$ cat src/rtl/vector3_normalize_unit_macros.svh
// Assertion shorthands used by vector3_normalize_unit.sv.
`ifndef VECTOR3_NORMALIZE_UNIT_MACROS_SVH
`define VECTOR3_NORMALIZE_UNIT_MACROS_SVH

// Same-cycle implication, clocked on clk_i, off during reset.
`define VNU_ASSERT_IMPL(label, ante, cons, msg) \
  label: assert property (@(posedge clk_i) disable iff (!rst_ni) (ante) |-> (cons)) \
    else $error(msg);

// Next-cycle implication, clocked on clk_i, off during reset.
`define VNU_ASSERT_NEXT(label, ante, cons, msg) \
  label: assert property (@(posedge clk_i) disable iff (!rst_ni) (ante) |=> (cons)) \
    else $error(msg);

`endif

$ cat src/rtl/vnu_pkg.sv
`timescale 1ns / 1ps
package vnu_pkg;

  localparam int CompW     = 32;
  localparam int SumW      = 2 * CompW;
  localparam int RootW     = CompW;
  localparam int RemW      = RootW + 2;
  localparam int QuotW     = CompW - 1;
  localparam int SqrtCells = RootW;
  localparam int DivCells  = QuotW;
  localparam int Lanes     = 3;

  // Payload moving down the square root chain.
  typedef struct packed {
    logic [SumW-1:0]             n;
    logic [RemW-1:0]             rem;
    logic [RootW-1:0]            root;
    logic [Lanes-1:0][CompW-1:0] mag;
    logic [Lanes-1:0]            neg;
    logic                        zero;
  } vnu_sq_t;

  // Payload moving down the divider chain.
  typedef struct packed {
    logic [RootW-1:0]            len;
    logic [Lanes-1:0][RootW:0]   t;
    logic [Lanes-1:0][QuotW-1:0] q;
    logic [Lanes-1:0]            neg;
    logic                        zero;
  } vnu_dv_t;

endpackage

$ cat src/rtl/vnu_div_cell.sv
`timescale 1ns / 1ps
module vnu_div_cell import vnu_pkg::*; (
  input  logic    clk_i,
  input  logic    rst_ni,
  input  logic    valid_i,
  input  vnu_dv_t data_i,
  output logic    ready_o,
  output logic    valid_o,
  output vnu_dv_t data_o,
  input  logic    ready_i
);

  logic    valid_q;
  vnu_dv_t data_q, data_d;
  logic [RootW:0] tn [Lanes];
  logic           ge [Lanes];

  // Resolve one quotient bit in each lane
  always_comb begin
    data_d = data_i;
    for (int i = 0; i < Lanes; i++) begin
      ge[i] = (data_i.t[i] >= {1'b0, data_i.len});
      tn[i] = ge[i] ? (data_i.t[i] - {1'b0, data_i.len}) : data_i.t[i];
      data_d.t[i] = {tn[i][RootW-1:0], 1'b0};
      data_d.q[i] = {data_i.q[i][QuotW-2:0], ge[i]};
    end
  end

  // Advance when this slot is empty or drains
  assign ready_o = !valid_q || ready_i;

  always_ff @(posedge clk_i or negedge rst_ni) begin
    if (!rst_ni) begin
      valid_q <= 1'b0;
    end else if (ready_o) begin
      valid_q <= valid_i;
    end
  end

  always_ff @(posedge clk_i) begin
    if (ready_o && valid_i) begin
      data_q <= data_d;
    end
  end

  assign valid_o = valid_q;
  assign data_o  = data_q;

endmodule

$ cat config.mk
export PLATFORM = sky130hd
export DESIGN_NAME = vnu_div_cell
export DESIGN_NICKNAME = d
export VERILOG_FILES = /design/src/rtl/vector3_normalize_unit_macros.svh /design/src/rtl/vnu_pkg.sv /design/src/rtl/vnu_div_cell.sv
export SDC_FILE = /design/constraint.sdc
export NUM_CORES = 1
export LEC_CHECK = 0
export BUFFER_PORTS_ARGS = -buffer_cell sky130_fd_sc_hd__buf_2
export CELL_PAD_IN_SITES_DETAIL_PLACEMENT = 1
export CELL_PAD_IN_SITES_GLOBAL_PLACEMENT = 2
export CORE_ASPECT_RATIO = 0.9
export CORE_MARGIN = 5
export CORE_UTILIZATION = 32
export DETAILED_ROUTE_END_ITERATION = 8
export MAX_ROUTING_LAYER = met4
export PLACE_DENSITY_LB_ADDON = 0.05
export SLEW_MARGIN = 20
export SYNTH_ARGS = -nofsm -noshare
export SYNTH_HDL_FRONTEND = slang
export SYNTH_SLANG_ARGS = --single-unit
$ cat constraint.sdc
create_clock -name clk_i -period 7.01 [get_ports clk_i]
set_clock_uncertainty 0.2 [all_clocks]
set_input_delay 1.402 -clock clk_i [delete_from_list [all_inputs] [get_ports clk_i]]
set_output_delay 1.402 -clock clk_i [all_outputs]
set_load 0.005 [all_outputs]
### Word-level counts from Yosys, hierarchy flattened

Cells that the tools add are included.

| storage, ports and cells | value |
|---|---|
| flip-flop bits (word level) | 226 |
| input bits | 232 |

| cells by class | value |
|---|---|
| $add $sub $neg | 3 |
| order comparisons | 3 |
| muxes and demuxes | 3 |
| reductions and logical operators | 3 |

Operators by type and width:

| kind | count |
|---|---|
| $ge 33x32->1 | 3 |
| $mux 32 | 3 |
| $sub 32x32->32 | 3 |
| $logic_and 1x1->1 | 1 |
| $logic_not 1->1 | 1 |
| $logic_or 1x1->1 | 1 |

### Logic depth before layout (Yosys ltp)

Gate-level depths: netlist of the first run.

| logic depth | value |
|---|---|
| depth after elaboration | 3 |
| depth in mapped cells | 14 |
| mapped depth without buffers | 12 |

### Worst setup path before layout of the first run

Ideal clock, no wire load.

| path | value |
|---|---|
| kind | input to register |
| start | input ready_i |
| end | register data_q, in the netlist data_o[0], enable pin |
| library setup time | 0.614 ns |
| data arrival time | 6.693 ns |
| required time | 6.196 ns |
| path slack | -0.497 ns |
| stages | 2 |
| path buffers | 0 |
| cells stage by stage | nand2b_1 -> and2_1 |

| on the way | value |
|---|---|
| cells in the longest elaborated chain, start to end | 2 |

RTL lines:

| item | line | text |
|---|---|---|
| start: declaration | vnu_div_cell.sv:10 | `input logic ready_i` |
| $logic_or 1x1->1 | vnu_div_cell.sv:30 | `assign ready_o = !valid_q \|\| ready_i;` |
| $logic_and 1x1->1 | vnu_div_cell.sv:41 | `if (ready_o && valid_i) begin` |
| end signal: assignment | vnu_div_cell.sv:42 | `data_q <= data_d;` |
| end: declaration | vnu_div_cell.sv:14 | `vnu_dv_t data_q, data_d;` |

No other way between the ends.
A chain may end at the register's enable or synchronous reset.

==> metrics, run 1 <==
DRC Markers 0; critical path type in2reg; Rows 70; first-pass GRT wire length 69880 um; Setup WS pre-CTS 1551 ps; HPWL Detailed 38580 um; H-tree depth 1; final non-filler cell total 2181; Main synth FF type edfxtp_1; die width 224.9 um; final wirelength ~48000 um; Min-Delay Path Class reg2reg; sequential fraction of the synthesis area 0.5100; initial antenna violation count 9; Post-CTS Hold Fix Bufs 0; Max Cap Viol 0; gr ovfl total 0; Ports 462; root buffer cell clkbuf_16; Post-synth EDFFs 225; CP required 7130 ps; Clock Sinks around 230; worst-path maximum fanout 30; starting DRC count in detailed routing 587; WHS ~340 ps; CP startpoint kind input port; aggregate global-route resource usage 0.2031; placer's final routability congestion estimate 0.8606; Max VDD drop 178.5 uV; multi-input logic area 6093 um^2; slack of the critical path 2152 ps; Yosys cell types slightly below 70; Worst-path clk slew roughly 70 ps; via count 10.90k; f_max about 210 MHz; Post-CTS Repair Setup Buffers 0; Tmin final 4858 ps; placed cells around 2.1k; Port Buffer Count 455; CP Capture Type register; placed cell area 16110 um^2; Syn Std Cell Area 13300 um^2; register area a little under 7000 um^2; final worst path period share 0.6930; Die ar. 45730 um^2; post-route cell area 17000 um^2; Final setup violation count 0; filler cell count between 4k and 5k; Die Ht 203.4 um; CTS tree built; count of final max-slew check failures 0; WL/cell 21.89 um; DRT Pass-1 Iters 7; status finished clean; largest net degree at the start of global routing 105; worst skew pair latency 550 ps; DRT antenna net count 0; # resized after CTS 0; Syn Inst Count 1160; Syn Area/Cell 11.46 um^2; initial core utilization 0.3258; core box area 40810 um^2; setup TNS 0 ps; Yosys reg bits 226; vias per std cell 4.999; Final Hold Vio Count 0; unrepaired setup endpoints after global routing no; worst path arrival time ~5000 ps; Clock Tree Buf Depth 3; power per cell area 237.9 nW/um^2; total CTS buffers 27; cell leakage power 0.007478 uW; Synth warnings 0; Post-synth ARST share 0.004425; vias in the first global route 11.18k; Worst slew margin 0.4097; Worst-Margin Slew 885.5 ps; share of post-route cells with drive strength above 1 0.3438; area grow syn2layout 27.84%; final net count roughly 1.9k
-- per-stage QoR --
| step | util | total power [uW] |
|---|---|---|
| floorplan | - | 2318 |
| global placement | 0.3946 | 2665 |
| detailed placement | 0.3946 | 2676 |
| CTS | 0.4159 | 4113 |
| global route | 0.4164 | 4275 |
| finish | 0.4165 | 4044 |
-- cell families after synthesis --
kind of cell,synth area share
AOI/OAI and AO/OA,0.1708
and+or+nand+nor,0.09071
DFF,0.5100
buffers and inverters,0.03331
adders and majority gates,0.09485
xor gates and xnor gates,0.05204
muxes,0.04799
other,0.0002820
-- final timing paths --
kind                       depth (start not counted)          end  slack [ps]   startpoint
min in group asynchronous                          1      valid_o         410       rst_ni
max in group asynchronous                          1      valid_o        6110       rst_ni
setup reg to reg                                   3   data_o[42]        4420      valid_o
setup / recovery                                  12  data_o[128]        2150  data_i[197]
hold reg to reg                                    2      valid_o         340      valid_o
hold / removal                                     2      valid_o         340      valid_o
-- area by class of cell --
| class | count | area share |
|---|---|---|
| sequential | 226 | 0.3989 |
| multi-input combinational | 836 | 0.3585 |
| timing repair buffer | 461 | 0.1373 |
| clock buffer | 41 | 0.04460 |
| tap | 540 | 0.03975 |
| inverter | 59 | 0.01303 |
| clock inverter | 9 | 0.006551 |
| antenna | 9 | 0.001325 |
-- worst max-delay path, stage by stage --
cell and delay (ps):
buf_2 210, inv_1 170, ha_1 360, nor2b_1 160, o31a_1 270, o31a_1 300
a21o_1 260, o41ai_2 590, nor3_1 110, o211a_2 410, buf_4 320, mux2_1 370
-- power breakdown --
part	total (uW)	switching [uW]	internal, uW
clock network	1400	578	822
registers	1660	24.5	1640
logic	979	548	432
-- layout by cell type, fill, tap and decap left out, types with 4 or more instances in the layout --
cell       instances
o31a_1             5
nor2b_1           10
o21ai_0           59
xor2_1            31
nor4_1             4
nor3_1             8
mux2_2            25
ha_1              96
a21o_1            58
mux2_4            23
diode_2            9
inv_1             59
a211oi_1          13
a31oi_1            9
and3_1            19
xnor2_1           48
buf_4              5
o21a_1            14
o211ai_1           5
nand2_1           55
o31ai_1            5
clkbuf_1          11
a21boi_0           4
clkbuf_16         27
or3_1              4
nand4_1           18
or2_2              4
buf_2            455
nand3_1           25
a21oi_1          135
o21bai_1          11
edfxtp_1         225
nor2_1            83
nand2b_1          10
-- flip-flops by register name (all words and copies together) (netlist names) --
register  count
data_o      225
valid_o       1
-- synth_stat cells, types with 5 or more instances --
| library cell | n | area [um^2] |
|---|---|---|
| mux2_2 | 25 | 281.5 |
| edfxtp_1 | 225 | 6756 |
| o31a_1 | 5 | 43.79 |
| nand4_1 | 18 | 112.6 |
| a21o_1 | 58 | 435.4 |
| o21bai_1 | 11 | 82.58 |
| a31oi_1 | 9 | 56.30 |
| o21a_1 | 14 | 105.1 |
| o211ai_1 | 5 | 37.54 |
| a211oi_1 | 13 | 97.59 |
| xnor2_1 | 48 | 420.4 |
| inv_1 | 59 | 221.5 |
| nor2b_1 | 10 | 62.56 |
| buf_6 | 7 | 78.83 |
| mux2_4 | 23 | 345.3 |
| nand2_1 | 55 | 206.5 |
| ha_1 | 96 | 1201 |
| nand3_1 | 25 | 125.1 |
| xor2_1 | 31 | 271.5 |
| o21ai_0 | 59 | 295.3 |
| a21oi_1 | 135 | 675.7 |
| nor2_1 | 83 | 311.6 |
| clkbuf_1 | 28 | 105.1 |
| and3_1 | 19 | 118.9 |
| o31ai_1 | 5 | 37.54 |
| nand2b_1 | 10 | 62.56 |
| nor3_1 | 8 | 40.04 |
-- routing by layer --
metal,vias to the layer above,track usage,share of wire
li1,5280,-,-
met1,5302,0.2732,0.46
met2,290,0.3296,0.47
met3,31,0.04016,0.062
met4,0,0.02609,0.011
met5,-,-,0
No activity file was read; power rests on OpenSTA's default activity.
==> run 2, diff against run 1 <==
Clock period 7.01 ns to 4.8 ns, I/O delays scaled along.
==> run 2 against run 1 <==
  * Setup slack got worse by 1200 ps
  * Sequential share of layout area is 0.67 points lower
  * Critical path depth up 1
  * Register-to-register slack got worse by 1900 ps
  * Hold slack improved by 5.2 ps
  * Clock-buffer cell count decreased by 7
  * Utilization is 0.71 points higher
  * Via count increased by 0.32%
  * Sequential power increased by 46%
  * First-iteration DRC count fell by 14%
  * Die area is the same
  * Highest routed layer unchanged
  * Cell count up 1.1%
==> metrics, run 2 (synthesis results as in run 1) <==
Clock Tree Buf Depth 3; Final Hold Vio Count 0; CP Capture Type register; worst path arrival time 3980 ps; worst skew pair latency 580 ps; share of post-route cells with drive strength above 1 0.3547; H-tree depth 1; gr ovfl total 0; Min-Delay Path Class in2reg; Final setup violation count 0; most common cell after layout, fill and taps aside buf_2; Max VDD drop between 200 and 250 uV; CP cell instances buf_2 > inv_1 > ha_1 > a2111oi_0 > a21oi_1 > o211ai_1 > a211oi_1 > o41ai_1 > buf_4 > o21ai_0 > a31oi_1 > xnor2_1 > mux2_4; largest net degree at the start of global routing 68; Tmin final 3867 ps; final wirelength 47940 um; crit path max-delay cell type a2111oi_0; crit-path max cell delay 500 ps; first-pass GRT wire length just over 70000 um; HPWL Detailed 39710 um; unrepaired setup endpoints after global routing no; DRC Markers 0; area grow syn2layout 30.03%; via count 10.94k; Clock Sinks ~230; f_max 258.6 MHz; WL/cell between 20 and 25 um; placer's final routability congestion estimate roughly 0.86; Die ar. between 40000 and 50000 um^2; final core occ 0.4236; final worst path period share 0.8056; filler cell count about 4.6k; Port Buffer Count between 400 and 500; max reg flops 225; Worst-Margin Slew 971.8 ps; setup TNS 0 ps; CP required 4910 ps; total CTS buffers 28; vias per std cell between 4 and 5; leading cell types in the layout, fill and taps excluded 455 x buf_2, 225 x edfxtp_1, 135 x a21oi_1, 96 x ha_1, 83 x nor2_1; CTS tree built; core box area 40810 um^2; worst-path maximum fanout 6; Rows 70; Die Ht 203.4 um; DRT antenna net count 0; die width around 220 um; Worst slew margin 0.3521; starting DRC count in detailed routing 504; WP buf/inv 3; Top delay family on crit path compound AO/OA/AOI/OAI gates; count of final max-slew check failures 0; final non-filler cell total 2205; DRT Pass-1 Iters 5; Max Cap Viol 0; initial antenna violation count 10; final net count between 1.5k and 2k; status finished clean; CP startpoint kind input port; vias in the first global route 11.52k; root buffer cell clkbuf_16; aggregate global-route resource usage 0.2063; Ports ~460; Worst-path clk slew 60 ps; initial core utilization 0.3258; Post-CTS Repair Setup Buffers 0; power per cell area 350.3 nW/um^2; placed cells 2142; # resized after CTS 0; critical path type in2reg; cell leakage power 0.007630 uW
-- run 2: metrics by stage --
| stage | setup WS (ps) | total power, uW | hold slack, ps | area [um^2] |
|---|---|---|---|---|
| after floorplan | 273.5 | 3385 | 336.8 | 13310 |
| after global placement | 426.9 | 3926 | 305.1 | 16310 |
| after detailed placement | 428.0 | 3946 | 347.9 | 16310 |
| after CTS | 1031 | 6170 | 306.7 | 17260 |
| after global routing | 787.6 | 6403 | 303.6 | 17290 |
| final | 933.3 | 6056 | 345.2 | 17290 |
-- run 2: layout make-up --
type	count	area [um^2]	area share
antenna	10	25.02	0.001447
tap	540	675.6	0.03908
multi-input combinational	836	6093	0.3524
timing repair buffer	482	2545	0.1472
sequential	226	6782	0.3922
clock buffer	34	723.2	0.04183
inverter	59	221.5	0.01281
clock inverter	18	224.0	0.01295
-- run 2: worst reg2reg max path: stages (launching register included) --
cell      delay [ps]
dfrtp_1          380
nand2b_1         120
and2_4           760
buf_4            520
-- run 2: repair_timing --
| action | in CTS | in global routing |
|---|---|---|
| hold buffers | 1 | 0 |
| endpoints found under the setup margin | 0 | 0 |
| endpoints found under the hold margin | 1 | 0 |
-- run 2: worst paths after layout --
kind                       slack (ps)   startpoint  cells after the start     endpoint
max                               930  data_i[203]                     13  data_o[124]
min                               350    data_i[3]                      1    data_o[3]
max reg2reg                      2490      valid_o                      3   data_o[69]
min reg2reg                       360      valid_o                      2      valid_o
max in group asynchronous        3840       rst_ni                      2      valid_o
min in group asynchronous         470       rst_ni                      2      valid_o
-- run 2: layer usage --
layer,vias to the layer above,share of wire,GRT usage
met5,-,0,-
met2,293,0.47,0.3380
met3,43,0.067,0.04577
met4,0,0.015,0.03240
met1,5268,0.45,0.2693
li1,5334,-,-
-- run 2: power breakdown --
group	switching [uW]	leakage (uW)	internal (uW)	total [uW]
clock network	869	0.000457	1290	2160
logic	803	0.00503	659	1460
registers	35.8	0.00215	2390	2430
