[src/rtl/vector3_normalize_unit_macros.svh]
// Assertion shorthands used by vector3_normalize_unit.sv.
`ifndef VECTOR3_NORMALIZE_UNIT_MACROS_SVH
`define VECTOR3_NORMALIZE_UNIT_MACROS_SVH

// Same-cycle implication, clocked on clk_i, off during reset.
`define VNU_ASSERT_IMPL(label, ante, cons, msg) \
  label: assert property (@(posedge clk_i) disable iff (!rst_ni) (ante) |-> (cons)) \
    else $error(msg);

// Next-cycle implication, clocked on clk_i, off during reset.
`define VNU_ASSERT_NEXT(label, ante, cons, msg) \
  label: assert property (@(posedge clk_i) disable iff (!rst_ni) (ante) |=> (cons)) \
    else $error(msg);

`endif

[src/rtl/vnu_pkg.sv]
`timescale 1ns / 1ps
package vnu_pkg;

  localparam int CompW     = 32;
  localparam int SumW      = 2 * CompW;
  localparam int RootW     = CompW;
  localparam int RemW      = RootW + 2;
  localparam int QuotW     = CompW - 1;
  localparam int SqrtCells = RootW;
  localparam int DivCells  = QuotW;
  localparam int Lanes     = 3;

  // Payload moving down the square root chain.
  typedef struct packed {
    logic [SumW-1:0]             n;
    logic [RemW-1:0]             rem;
    logic [RootW-1:0]            root;
    logic [Lanes-1:0][CompW-1:0] mag;
    logic [Lanes-1:0]            neg;
    logic                        zero;
  } vnu_sq_t;

  // Payload moving down the divider chain.
  typedef struct packed {
    logic [RootW-1:0]            len;
    logic [Lanes-1:0][RootW:0]   t;
    logic [Lanes-1:0][QuotW-1:0] q;
    logic [Lanes-1:0]            neg;
    logic                        zero;
  } vnu_dv_t;

endpackage

[src/rtl/vnu_sqrt_cell.sv]
`timescale 1ns / 1ps
module vnu_sqrt_cell import vnu_pkg::*; (
  input  logic    clk_i,
  input  logic    rst_ni,
  input  logic    valid_i,
  input  vnu_sq_t data_i,
  output logic    ready_o,
  output logic    valid_o,
  output vnu_sq_t data_o,
  input  logic    ready_i
);

  logic    valid_q;
  vnu_sq_t data_q, data_d;
  logic [RemW+1:0] rem2, trial, diff;
  logic            ge;

  // Resolve one root bit from the next two radicand bits
  always_comb begin
    rem2   = {data_i.rem, data_i.n[SumW-1 -: 2]};
    trial  = {2'b00, data_i.root, 2'b01};
    diff   = rem2 - trial;
    ge     = (rem2 >= trial);
    data_d = data_i;
    data_d.n    = {data_i.n[SumW-3:0], 2'b00};
    data_d.rem  = ge ? diff[RemW-1:0] : rem2[RemW-1:0];
    data_d.root = {data_i.root[RootW-2:0], ge};
  end

  // Advance when this slot is empty or drains
  assign ready_o = !valid_q || ready_i;

  always_ff @(posedge clk_i or negedge rst_ni) begin
    if (!rst_ni) begin
      valid_q <= 1'b0;
    end else if (ready_o) begin
      valid_q <= valid_i;
    end
  end

  always_ff @(posedge clk_i) begin
    if (ready_o && valid_i) begin
      data_q <= data_d;
    end
  end

  assign valid_o = valid_q;
  assign data_o  = data_q;

endmodule

[config.mk]
export PLATFORM = sky130hd
export DESIGN_NAME = vnu_sqrt_cell
export DESIGN_NICKNAME = d
export VERILOG_FILES = /design/src/rtl/vector3_normalize_unit_macros.svh /design/src/rtl/vnu_pkg.sv /design/src/rtl/vnu_sqrt_cell.sv
export SDC_FILE = /design/constraint.sdc
export NUM_CORES = 1
export LEC_CHECK = 0
export BUFFER_PORTS_ARGS = -buffer_cell sky130_fd_sc_hd__clkbuf_2
export CAP_MARGIN = 30
export CORE_AREA = 4 4 179 181
export CTS_CLUSTER_DIAMETER = 150
export DETAILED_ROUTE_END_ITERATION = 10
export DIE_AREA = 0 0 183 185
export GPL_ROUTABILITY_DRIVEN = 0
export PLACE_DENSITY_LB_ADDON = 0.25
export SLEW_MARGIN = 20
export SYNTH_ARGS = -nofsm -noshare
export SYNTH_HDL_FRONTEND = slang
export SYNTH_SLANG_ARGS = --single-unit
[constraint.sdc]
create_clock -name clk_i -period 7.5 [get_ports clk_i]
set_clock_uncertainty 0.2 [all_clocks]
set_input_delay 0.75 -clock clk_i [delete_from_list [all_inputs] [get_ports clk_i]]
set_output_delay 0.75 -clock clk_i [all_outputs]
set_load 0.005 [all_outputs]
# [Yosys cells after proc, flatten, opt, wreduce, memory -nomap -nowiden]
# Cells that the tools add are included.
[classes] order_cmp=1 reduce_logical=3 n_addsub=1 n_mux=1
[op_table] cell="greater-or-equal comparator 36 x 34 -> 1 bit" count=1
[op_table] cell="2-to-1 mux 34 bit" count=1
[op_table] cell="subtractor 34 bit" count=1
[op_table] cell="logical AND 1 bit" count=1
[op_table] cell="zero test 1 bit" count=1
[op_table] cell="logical OR 1 bit" count=1
[totals] out_inout_bits=232 regBits=229 in_bits=234 wordCells=15

# [Depth between registers and ports, before layout]
# Gate-level depths: netlist of the first run.
[logic_depth] word_depth=3 ltp_mapped=13 mapped_depth_nobuf=10

# [Worst setup path after synthesis of the first run]
# OpenSTA, ideal clock, no wires.
[synth_timing] kind="in2reg" start="input ready_i" end="register data_q, in the netlist data_o[0] (enable)" setup_ns=0.618 stages=2 path_slack_ns=0.574 required_ns=6.682 arrival_ns=6.108 path_buffers=0 cell_sequence="nand2b_1 > and2_1"
[synth_via] elab_chain_cells=2
[synth_rtl] element="start: declaration" line_no="vnu_sqrt_cell.sv:10" text="input logic ready_i"
[synth_rtl] element="logical OR 1 bit" line_no="vnu_sqrt_cell.sv:31" text="assign ready_o = !valid_q || ready_i;"
[synth_rtl] element="logical AND 1 bit" line_no="vnu_sqrt_cell.sv:42" text="if (ready_o && valid_i) begin"
[synth_rtl] element="end signal: assignment" line_no="vnu_sqrt_cell.sv:43" text="data_q <= data_d;"
[synth_rtl] element="end: declaration" line_no="vnu_sqrt_cell.sv:14" text="vnu_sq_t data_q, data_d;"
# No other way between the ends.
# A chain may end at the register's enable or synchronous reset.

==> reports/results.env, run 1 <==
SYNTH_FLOP_CELL='edfxtp_1'
DR.FIRST_ITER.DRC_COUNT=417
POWER.COMBINATIONAL.FRACTION_PCT=13.3
WORSTREG2REGEND='data_o[228]'
P_SW_uW=768
CELLINTERNALPOWER_uW=2420
PROPORTION_OF_LAYOUT_CELLS_WITH_A_DRIVE_SUFFIX_ABOVE_1_PCT=47.9
REGISTER_TO_REGISTER_SETUP_SLACK_NS=4.86
WL_MET2_UM=15900
CRITICAL_PATH_REQUIRED_NS=7.56
SYNTH_FA_HA_AREA_SHARE_PCT=4.54
TIMING.FINAL.SETUP_VIOLATIONS=0
MIN-DELAY-PATH-CLASS='in -> reg'
POST-PLACE-WS_NS=3.10
CTS_SINKS=229
PLACEMENT.IO_BUFFERS=463
FINALWIRELENGTH_UM=31600
MAX-SLEW-MARGIN-REL_PCT=45.2
GRT_START_MAX_NET_PINS=64
CTS_ROOT_BUFFER='clkbuf_16'
DRT_DRC_VIOLATIONS_LEFT=0
VIAS_PER_CELL=4.56
TOTAL_CLOCK_BUFFERS_CREATED_BY_CTS=26
IOPINCOUNT=466
FIN_SETUP_TNS_NS=0
WORST_PIN_SLEW_NS=0.823
SYNTHARSTFLOPSHARE_PCT=0.437
SYNTHTOPCELLSBYAREA='edfxtp_1 (73%), ha_1 (4.5%), nand2_1 (2.3%)'
FINAL_UTIL_PCT=42.7
DETAILEDROUTE.FIRSTPASSITERATIONCOUNT=4
DRTANTENNAVIOLNETS=0
FINAL.FILL_COUNT=2919
ROUTED-VIA-COUNT=6884
RSZ0062_AT_GRT='no'
DR.MAX_LAYER_USED='met5'
DIE_HEIGHT_UM=185
CRITPATHCAPTURETYPE='register'
POST-CTS-SETUP-BUFFERS=0
GRT_REMAINING_OVERFLOW=0
POWER_DENSITY_nW_PER_UM2=245
RUN_STATUS='completed'
HP-START='data_i[20]'
POWER_LEAKAGE_uW=0.00572
NETLIST_INSTANCES=611
CLK-INSERTION-DELAY-LATE_NS=0.52
CRITICAL_PATH.REG2REG.STARTPOINT='valid_o'
NETLIST_TOP_CELLS_COUNT='edfxtp_1 (228), nand2_1 (58), inv_1 (42), o21ai_0 (41), ha_1 (34)'
POST-ROUTE-PERIOD-UTIL_PCT=51.3
DESIGN.CORE.AREA_UM2=30400
GLOBALROUTETOTALUTIL_PCT=17.4
GRT_PASS1_VIAS=6930
SYNTH.LARGEST_AREA_CELL='edfxtp_1'
PATH_CLASS='in -> reg'
WL_PER_CELL_UM=20.9
AREA_SHARE_OF_XOR_XNOR_CELLS_IN_THE_SYNTHESIZED_DESIGN_PCT=2.53
POST_SYNTH_NUM_CELL_TYPES=63
TRITONCTS_CLOCK_TREE='yes'
DIE-WIDTH_UM=183
YOSYS.CELL_COUNT.TOP_TYPE='edfxtp_1'
HOLD_PATH_DEPTH=1
METAL_1_WL_UM=12000
POWER_SWITCHING_SHARE_PCT=24.1
CTS.CLK_SLEW.WORST_PATHS_NS=0.06
SYNTH_TOP_FAMILY_BY_AREA='compound AO/OA/AOI/OAI gates'
SYNTH_SIMPLE_GATE_AREA_SHARE_PCT=6.19
AREA.GROWTH.SYNTH_TO_FINAL_PCT=38.7
SEQUENTIAL_GROUP_SHARE_OF_TOTAL_POWER_PCT=48.2
SYNTH.AREA.MUX_SHARE_PCT=0.588
SYNTH_LARGEST_TYPE_AREA_FRACTION_PCT=73.1
FMAXACHIEVABLE_MHz=260
REG2REGPATHDEPTH=4
DESIGN.DIE.AREA_UM2=33900
HOLDPATHEND='data_o[20]'
NUMBER_OF_ANTENNA_VIOLATIONS_AT_THE_FIRST_CHECK_IN_GLOBAL_ROUTING=4
CP_MAX_FO=36
FIRST_PASS_GRT_WIRE_LENGTH_UM=44300
SYNTH-COMPOUND-AREA-SHARE_PCT=9.96
MAPPEDNETLISTAREA_UM2=9360
DRV.MAX_CAP_VIOLATION_COUNT=0
SYNTH_ENABLE_FLOP_CELLS=228
HOLD_VIOLATIONS=0
PLACE.DETAILED.HPWL_UM=25300
CTS_HTREE_LEVELS=1
IR_WORST_VDD_mV=0.142
INITIAL_UTILIZATION_PCT=30.8
FINALWORSTSETUPSLACK_NS=3.65
YOSYSWARNINGCOUNT=0
SITE_ROWS=64
FINAL_PERIOD_MINUS_WORST_SETUP_SLACK_NS=3.85
POSTSYNTHAREAPERCELL_UM2=15.3
SEQUENTIAL_FRACTION_OF_THE_SYNTHESIS_AREA_PCT=73.4
FINAL_MAX_TRAN_VIOLS=0
SYNTHESIZED_FLOP_AND_LATCH_TOTAL=229
CLOCK_TREE.BUFFER_DEPTH=3
HOLD_BUFFERS=1
ROUTED-WL-MET3_UM=2650
FINISH.NET_COUNT=1361
CTS_RESIZED=0
CRITPATHARRIVALTIME_NS=3.91
POWER_FRAC_CLOCK_PCT=38.5
SETUP.WORST_PATH.START_CLASS='input pin'
==> worst max-delay path, cell delays in order <==
cell and delay (ns):
clkbuf_2 0.09, inv_1 0.04, ha_1 0.38, a21o_1 0.25, a221oi_1 0.38, o31a_1 0.23, o221ai_1 0.15, a211oi_1 0.19
o21a_2 0.50, buf_4 0.44, clkinv_2 0.14, mux2_4 0.31
==> metal layers <==
layer | up-vias | GRT usage (%)
met2 | 266 | 30.5
met4 | 6 | 5.87
met3 | 53 | 5.20
met1 | 3287 | 20.4
met5 | - | 0
li1 | 3272 | -
==> logic make-up after synthesis <==
group,count (synthesis)
buffers and inverters,59
adder cells (fa/ha/maj),34
AND/OR/NAND/NOR,123
other,1
multiplexers,5
XOR/XNOR,27
flip-flops,229
AO/OA/AOI/OAI,133
==> stage by stage <==
stage          cell area, um^2  total power, uW  hold slack, ns  cells
2_1_floorplan             9370             1790           0.254    612
3_3_place_gp             12100             1990           0.318   1459
3_5_place_dp             12100             1990           0.325   1460
4_1_cts                  13000             3230           0.166   1507
5_1_grt                  13000             3340           0.167   1508
6_report                 13000             3190           0.197   1508
==> flip-flops by register name, summed over array words and instances, names as in the netlist <==
| signal | cells |
|---|---|
| data_o | 228 |
| valid_o | 1 |
==> power groups by stage <==
| stage | registers, uW | clock network, uW | logic, uW |
|---|---|---|---|
| final | 1540 | 1230 | 423 |
| after global routing | 1540 | 1330 | 469 |
| after CTS | 1540 | 1260 | 433 |
| after detailed placement | 1560 | 0 | 430 |
| after global placement | 1560 | 0 | 424 |
| after floorplan | 1590 | 0 | 198 |
==> cells in the final DEF, fill, tap and decap left out, types with 4 or more instances in the layout <==
cell type   Yosys  routed
clkbuf_2        2     463
edfxtp_1      228     228
nand2_1        58      58
inv_1          42      42
o21ai_0        41      41
ha_1           34      34
a21oi_1        28      28
clkbuf_16       0      27
a21o_1         19      19
nor2_1         18      18
xnor2_1        14      14
xor2_1         13      13
nor3_1         10      10
clkinv_2        1       8
nand2b_1        7       7
nand4_1         6       6
nand3_1         6       6
a31oi_1         4       4
o31ai_1         4       4
o21ai_1         4       4
mux2i_1         4       4
clkinvlp_4      0       4
clkinv_1        0       4
buf_4           2       4
==> how the worst max path moves through the flow <==
| stage | slack [ns] | cells past startpoint | startpoint | endpoint |
|---|---|---|---|---|
| finish | 3.65 | 12 | data_i[115] | data_o[159] |
| global route | 3.46 | 12 | data_i[115] | data_o[159] |
| CTS | 3.66 | 12 | data_i[115] | data_o[159] |
| global placement | 3.16 | 12 | data_i[115] | data_o[159] |
| floorplan | 0.57 | 2 | ready_i | data_o[0] |
| detailed placement | 3.10 | 12 | data_i[115] | data_o[159] |
==> cell type report <==
class / instances / area [um^2] / area share (%)
repair buffers: 469 / 2380 / 18.4
diodes: 1 / 2.50 / 0.0193
clock inverters: 17 / 140 / 1.08
multi-input cells: 324 / 2240 / 17.3
inverters: 43 / 163 / 1.25
flip-flops and latches: 229 / 6870 / 52.9
clock buffers: 29 / 683 / 5.26
well taps: 396 / 495 / 3.82
No activity file was read; power rests on OpenSTA's default activity.
==> run 2, diff against run 1 <==
- ABC_AREA: not set -> 1
- clock period: 7.5 -> 3.2 ns (I/O delays scaled with it)
==> reports/results.env, run 2 <==
MAPPEDNETLISTAREA_UM2=9950  # +6.2%
AREA.GROWTH.SYNTH_TO_FINAL_PCT=60.5
AREA_SHARE_OF_XOR_XNOR_CELLS_IN_THE_SYNTHESIZED_DESIGN_PCT=1.59  # -0.94 points
LAYOUT_COMMONEST_CELL='clkbuf_2'
FINALWIRELENGTH_UM=37300  # +18%
POWER.COMBINATIONAL.FRACTION_PCT=16.4  # +3.1 points
POST-CTS-SETUP-BUFFERS=0  # unchanged
REGISTER_TO_REGISTER_SETUP_SLACK_NS=1.29  # -3.57 ns
SEQUENTIAL_CELL_AREA_IN_THE_FINAL_LAYOUT_UM2=6870  # unchanged
GRT_REMAINING_OVERFLOW=0  # unchanged
CTS.CLK_SLEW.WORST_PATHS_NS=0.06  # about the same
POST-ROUTE-PERIOD-UTIL_PCT=86.7
DIE_HEIGHT_UM=185  # unchanged
PATH_CLASS='in -> reg'
SEQUENTIAL_GROUP_SHARE_OF_TOTAL_POWER_PCT=45.0  # -3.2 points
SYNTH.LARGEST_AREA_CELL='edfxtp_1'
YOSYS.CELL_COUNT.TOP_TYPE='nand2_1'
TIMING.FINAL.SETUP_VIOLATIONS=0  # unchanged
SYNTH_LARGEST_TYPE_AREA_FRACTION_PCT=68.8  # -4.3 points
POWER_SWITCHING_SHARE_PCT=24.9  # +0.80 points
POWER_DENSITY_nW_PER_UM2=501  # +100%
CTS_HTREE_LEVELS=1  # unchanged
POWER_LEAKAGE_uW=0.00760  # +33%
YOSYSWARNINGCOUNT=0  # unchanged
CELLINTERNALPOWER_uW=6010  # +150%
SETUP.WORST_PATH.START_CLASS='input pin'
IOPINCOUNT=466  # unchanged
SITE_ROWS=64  # unchanged
HP-START='data_i[229]'
FINAL.FILL_COUNT=2747  # -5.9%
DRV.MAX_CAP_VIOLATION_COUNT=0  # unchanged
SYNTH_FLOP_CELL='edfxtp_1'
SYNTH_ENABLE_FLOP_CELLS=228  # unchanged
RSZ0062_AT_GRT='no'
P_SW_uW=1990  # +160%
SEQUENTIAL_FRACTION_OF_THE_SYNTHESIS_AREA_PCT=69.1  # -4.3 points
FINISH.NET_COUNT=1869  # +37%
DRT_DRC_VIOLATIONS_LEFT=0  # unchanged
DR.FIRST_ITER.DRC_COUNT=416  # -0.24%
SYNTH_TOP_FAMILY_BY_AREA='simple AND/OR/NAND/NOR gates'
CRITPATHCAPTURETYPE='register'
SYNTH_SIMPLE_GATE_AREA_SHARE_PCT=16.6  # +10 points
CTS_SINKS=229  # unchanged
NETLIST_INSTANCES=881  # +44%
DESIGN.CORE.AREA_UM2=30400  # unchanged
FIRST_PASS_GRT_WIRE_LENGTH_UM=54100  # +22%
GRT_PASS1_VIAS=9091  # +31%
POSTSYNTHAREAPERCELL_UM2=11.3  # -26%
GLOBALROUTETOTALUTIL_PCT=20.9  # +3.5 points
WORST_PIN_SLEW_NS=0.710  # -0.113 ns
PLACEMENT.IO_BUFFERS=463  # unchanged
INITIAL_UTILIZATION_PCT=32.7  # +1.9 points
CRITICAL_PATH_REQUIRED_NS=3.38  # -4.18 ns
DESIGN.DIE.AREA_UM2=33900  # unchanged
ROUTED-VIA-COUNT=9013  # +31%
SYNTHTOPCELLSBYAREA='edfxtp_1 (69%), nand2_1 (11%), inv_1 (5.3%)'
NUMBER_OF_ANTENNA_VIOLATIONS_AT_THE_FIRST_CHECK_IN_GLOBAL_ROUTING=4  # unchanged
PROPORTION_OF_LAYOUT_CELLS_WITH_A_DRIVE_SUFFIX_ABOVE_1_PCT=32.3  # -16 points
TOTAL_CLOCK_BUFFERS_CREATED_BY_CTS=27  # +3.8%
CLOCK_TREE.BUFFER_DEPTH=3  # unchanged
TRITONCTS_CLOCK_TREE='yes'
SYNTH.AREA.MUX_SHARE_PCT=0  # -0.59 points
HOLD_BUFFERS=230  # +229
HOLD_VIOLATIONS=0  # unchanged
WL_PER_CELL_UM=18.5  # -12%
MAX_FFS_PER_REGISTER=228  # unchanged
FINAL_MAX_TRAN_VIOLS=0  # unchanged
SYNTH_FA_HA_AREA_SHARE_PCT=4.28  # -0.27 points
GRT_START_MAX_NET_PINS=125  # +95%
SYNTHESIZED_FLOP_AND_LATCH_TOTAL=229  # unchanged
FINAL_CELL_MIX='clkbuf_2 (463), nand2_1 (290), dlygate4sd3_1 (230)'
CTS_RESIZED=0  # unchanged
FINAL_PERIOD_MINUS_WORST_SETUP_SLACK_NS=2.77
POST_PLACE_CELLS=1738  # +19%
CP_MAX_FO=33  # -8.3%
CRITICAL_PATH.REG2REG.STARTPOINT='valid_o'
FINAL_CELLS=2018  # +34%
MULTIINPUTGATEAREA_UM2=2480  # +11%
DRTANTENNAVIOLNETS=0  # unchanged
CTS_ROOT_BUFFER='clkbuf_16'
DETAILEDROUTE.FIRSTPASSITERATIONCOUNT=5  # +1
RUN_STATUS='completed'
SYNTH-COMPOUND-AREA-SHARE_PCT=2.28  # -7.7 points
POST_SYNTH_NUM_CELL_TYPES=26  # -59%
MAX-SLEW-MARGIN-REL_PCT=52.7  # +7.5 points
NETLIST_TOP_CELLS_COUNT='nand2_1 (290), edfxtp_1 (228), inv_1 (141), nor2_1 (49), nand3_1 (38)'
IR_WORST_VDD_mV=0.377  # +170%
POWER_FRAC_CLOCK_PCT=38.6  # about the same
MIN-DELAY-PATH-CLASS='in -> reg'
DIE-WIDTH_UM=183  # unchanged
SYNTHARSTFLOPSHARE_PCT=0.437  # unchanged
VIAS_PER_CELL=4.47  # -2.2%
PLACE.DETAILED.HPWL_UM=27500  # +8.5%
STARTPOINT_OF_THE_MOST_CRITICAL_SETUP_PATH='data_i[116]'
CLK-INSERTION-DELAY-LATE_NS=0.51  # about the same
CRITPATHARRIVALTIME_NS=2.95  # -0.96 ns
FMAXACHIEVABLE_MHz=361
FIN_SETUP_TNS_NS=0  # unchanged
==> run 2: cell count changes after synthesis, moves of 6 or more <==
cell / change
nand3_1: +32
a21o_1: -19
nand2_1: +232
nor2_1: +31
inv_1: +99
buf_2: -6
xnor2_1: -11
nor2_2: +8
o21ai_0: -28
nor3_1: -7
nand2b_1: -7
==> run 2: area by class of cell <==
type	instances	area share, %
Multi-Input combinational cell	503	15.5
Inverter	142	3.40
Clock buffer	30	4.30
Clock inverter	18	1.25
Antenna cell	2	0.0313
Timing Repair Buffer	698	29.3
Tap cell	396	3.10
Sequential cell	229	43.0
==> run 2: kinds of logic after synthesis <==
family | after synthesis
XOR/XNOR | 18
adder cells (fa/ha/maj) | 34
flip-flops | 229
other | 1
AO/OA/AOI/OAI | 43
buffers and inverters | 150
AND/OR/NAND/NOR | 406
==> run 2: final timing paths <==
check                              end  depth (start not counted)
setup / recovery           data_o[138]                         17
hold / removal             data_o[133]                          3
setup reg to reg           data_o[133]                          2
hold reg to reg             data_o[73]                          2
max in group asynchronous      valid_o                          3
min in group asynchronous      valid_o                          3
==> run 2: stage by stage <==
step | util, % | hold slack [ns] | worst slack, ns | instance area, um^2 | power (uW)
after floorplan | - | -0.176 | -1.64 | 9970 | 4200
after global placement | 42.0 | -0.105 | 0.534 | 12800 | 4710
after detailed placement | 42.0 | -0.104 | 0.478 | 12800 | 4720
after CTS | 52.5 | 0.0989 | 0.478 | 16000 | 8100
after global routing | 52.5 | 0.170 | 0.189 | 16000 | 8390
final | 52.5 | 0.160 | 0.427 | 16000 | 8000
==> run 2: power by group through the flow <==
stage	clock (uW)	sequential, uW	combinational, uW
after detailed placement	0	3660	1060
after floorplan	0	3700	497
after CTS	3190	3600	1310
after global routing	3330	3610	1450
after global placement	0	3660	1050
final	3090	3600	1310
==> run 2: routing by layer <==
layer / up-vias / share of wire, % / global-route usage (%)
met5: - / 0.075 / 0
met4: 4 / 5.5 / 9.95
met3: 95 / 7.3 / 4.58
met2: 394 / 50 / 36.7
met1: 4177 / 37 / 24.3
li1: 4343 / - / -
==> run 2: worst max-delay path: stages <==
cell and delay, ns:
dlygate4sd3_1 0.55, clkbuf_2 0.19, inv_1 0.07, ha_1 0.35, nand2_1 0.14, inv_1 0.05, nand2_1 0.06, nand2_1 0.07
inv_1 0.06, nand2_1 0.06, a21oi_1 0.16, nand2_1 0.10, nand2_1 0.12, nand2_4 0.14, inv_4 0.32, nand2_1 0.09
nand2_1 0.09
==> run 3, diff against run 2 <==
- CELL_PAD_IN_SITES_DETAIL_PLACEMENT: not set -> 1
- CELL_PAD_IN_SITES_GLOBAL_PLACEMENT: not set -> 1
- CORE_AREA: 4 4 179 181 -> 4 4 182 184
- DIE_AREA: 0 0 183 185 -> 0 0 186 188
==> reports/results.env, run 3 (synthesis results as in run 2) <==
RUN_STATUS='completed'
REG2REGPATHDEPTH=2  # unchanged
CRITPATHSLOWESTCELL='dlygate4sd3_1'
DRV.MAX_CAP_VIOLATION_COUNT=0  # unchanged
POST-ROUTE-PERIOD-UTIL_PCT=90.2  # +3.5 points
FINAL_CELLS=2030  # +0.59%
CP.BUFFERS_INVERTERS=6  # unchanged
AREA.GROWTH.SYNTH_TO_FINAL_PCT=60.2
TIMING.FINAL.SETUP_VIOLATIONS=0  # unchanged
POST-CTS-SETUP-BUFFERS=0  # unchanged
FINISH.NET_COUNT=1870  # +0.054%
HOLD_VIOLATIONS=0  # unchanged
DESIGN.CORE.AREA_UM2=31400  # +3.2%
GRT_REMAINING_OVERFLOW=0  # unchanged
CTS_RESIZED=0  # unchanged
PROPORTION_OF_LAYOUT_CELLS_WITH_A_DRIVE_SUFFIX_ABOVE_1_PCT=32.3  # about the same
DIE_HEIGHT_UM=188  # +1.6%
INITIAL_UTILIZATION_PCT=31.7  # -1.0 points
POST_PLACE_CELLS=1746  # +0.46%
POWER_DENSITY_nW_PER_UM2=492  # -1.8%
CLOCK_TREE.BUFFER_DEPTH=3  # unchanged
FINAL.HOLD.WORST_SLACK_NS=0.0869  # -0.0732 ns
MIN-DELAY-PATH-CLASS='in -> reg'
CTS_SINKS=229  # unchanged
CLK-INSERTION-DELAY-LATE_NS=0.52  # about the same
FINAL.FILL_COUNT=3543  # +29%
CRITICAL-PATH-TOP-CELL-BY-COUNT='nand2_1'
MULTIINPUTGATEAREA_UM2=2480  # unchanged
WL_PER_CELL_UM=21.9  # +18%
DRTANTENNAVIOLNETS=0  # unchanged
CRITICAL_PATH_S_LARGEST_STAGE_DELAY_NS=0.58  # +0.03 ns
POWER_LEAKAGE_uW=0.00757  # -0.42%
SEQUENTIAL_CELL_AREA_IN_THE_FINAL_LAYOUT_UM2=6870  # unchanged
DESIGN.DIE.AREA_UM2=35000  # +3.3%
CRITICAL_PATH_REQUIRED_NS=3.26  # -0.12 ns
FINAL_MAX_TRAN_VIOLS=0  # unchanged
CRITPATHARRIVALTIME_NS=2.95  # about the same
HOLD_PATH_DEPTH=3  # unchanged
GRT_PASS1_VIAS=10100  # +11%
PLACEMENT.IO_BUFFERS=463  # unchanged
SITE_ROWS=65  # +1.6%
CP_MAX_FO=21  # -36%
SETUP.WORST_PATH.START_CLASS='input pin'
IOPINCOUNT=466  # unchanged
PLACE.DETAILED.HPWL_UM=32300  # +18%
CRITPATHCAPTURETYPE='register'
FIRST_PASS_GRT_WIRE_LENGTH_UM=64300  # +19%
WORSTPATHCELLLIST='dlygate4sd3_1 > clkbuf_2 > inv_1 > ha_1 > nand2_1 > inv_1 > nand2_1 > nand2_1 > inv_1 > nand2_1 > a21oi_1 > nand2_1 > nand2_1 > nand2_4 > buf_4 > nand2_1 > nand2_1'
DRT_DRC_VIOLATIONS_LEFT=0  # unchanged
GLOBALROUTETOTALUTIL_PCT=24.5  # +3.6 points
CTS.CLK_SLEW.WORST_PATHS_NS=0.05  # about the same
MAX-SLEW-MARGIN-REL_PCT=61.1  # +8.4 points
ROUTED-VIA-COUNT=9233  # +2.4%
GRT_START_MAX_NET_PINS=77  # -38%
FMAXACHIEVABLE_MHz=347  # -3.9%
TIMING.CRITICAL_PATH.DEPTH=17  # unchanged
IR_WORST_VDD_mV=0.331  # -12%
FINAL_PERIOD_MINUS_WORST_SETUP_SLACK_NS=2.89  # +0.112 ns
CP_TOP_FAMILY='buffers and inverters'
MAX_FFS_PER_REGISTER=228  # unchanged
DETAILEDROUTE.FIRSTPASSITERATIONCOUNT=4  # -1
HOLD_BUFFERS=230  # unchanged
TRITONCTS_CLOCK_TREE='yes'
CTS_ROOT_BUFFER='clkbuf_16'
TOTAL_CLOCK_BUFFERS_CREATED_BY_CTS=26  # -3.7%
NUMBER_OF_ANTENNA_VIOLATIONS_AT_THE_FIRST_CHECK_IN_GLOBAL_ROUTING=12  # +8
LAYOUT_COMMONEST_CELL='clkbuf_2'
VIAS_PER_CELL=4.55  # +1.8%
WORST_PIN_SLEW_NS=0.582  # -0.128 ns
FINALWIRELENGTH_UM=44400  # +19%
PATH_CLASS='in -> reg'
DIE-WIDTH_UM=186  # +1.6%
DR.FIRST_ITER.DRC_COUNT=478  # +15%
RSZ0062_AT_GRT='no'
FINAL_CELL_MIX='clkbuf_2 (463), nand2_1 (290), dlygate4sd3_1 (230)'
CTS_HTREE_LEVELS=1  # unchanged
[run 3: power breakdown]
group	internal [uW]	switching (uW)	leakage [uW]
registers	3550	64.3	0.00218
clock network	1620	1250	0.000381
logic	603	757	0.00500
total	5760	2070	0.00757
[run 3: path summary, 6_finish.rpt]
path,from,to,slack [ns]
max in group asynchronous,rst_ni,valid_o,2.19
min,data_i[229],data_o[133],0.09
min reg2reg,valid_o,data_o[115],0.60
max,data_i[117],data_o[145],0.31
min in group asynchronous,rst_ni,valid_o,0.49
max reg2reg,valid_o,data_o[16],1.22
[run 3: routing by layer]
layer  vias to the layer above  routed length (um)  GRT usage, %
li1                       4337                   -             -
met1                      4398               16900          28.6
met2                       373               22000          42.5
met3                       113                3120          5.90
met4                        12                2240          10.5
met5                         -                  72             0
[run 3: cell type report]
| type | count | share of cell area [%] |
|---|---|---|
| antenna | 7 | 0.110 |
| clock buffer | 31 | 4.34 |
| clock inverter | 16 | 0.699 |
| inverter | 142 | 3.41 |
| multi-input combinational | 503 | 15.6 |
| sequential | 229 | 43.1 |
| tap | 402 | 3.16 |
| timing repair buffer | 700 | 29.6 |
[run 3: tightest hold or removal path, delay by kind of cell]
family,cells,cell delay (ns)
buffers and inverters,2,0.17
AOI/OAI and AO/OA,1,0.20
[run 3: metrics by stage]
step	setup WS, ns	area [um^2]	total power [uW]	setup TNS [ns]	utilization (%)
after floorplan	-1.64	9970	4200	-373.27	-
after global placement	0.405	12800	4740	0	40.8
after detailed placement	0.375	12800	4770	0	40.8
after CTS	0.306	15900	7880	0	50.7
after global routing	0.0873	15900	8200	0	50.7
final	0.315	15900	7840	0	50.7
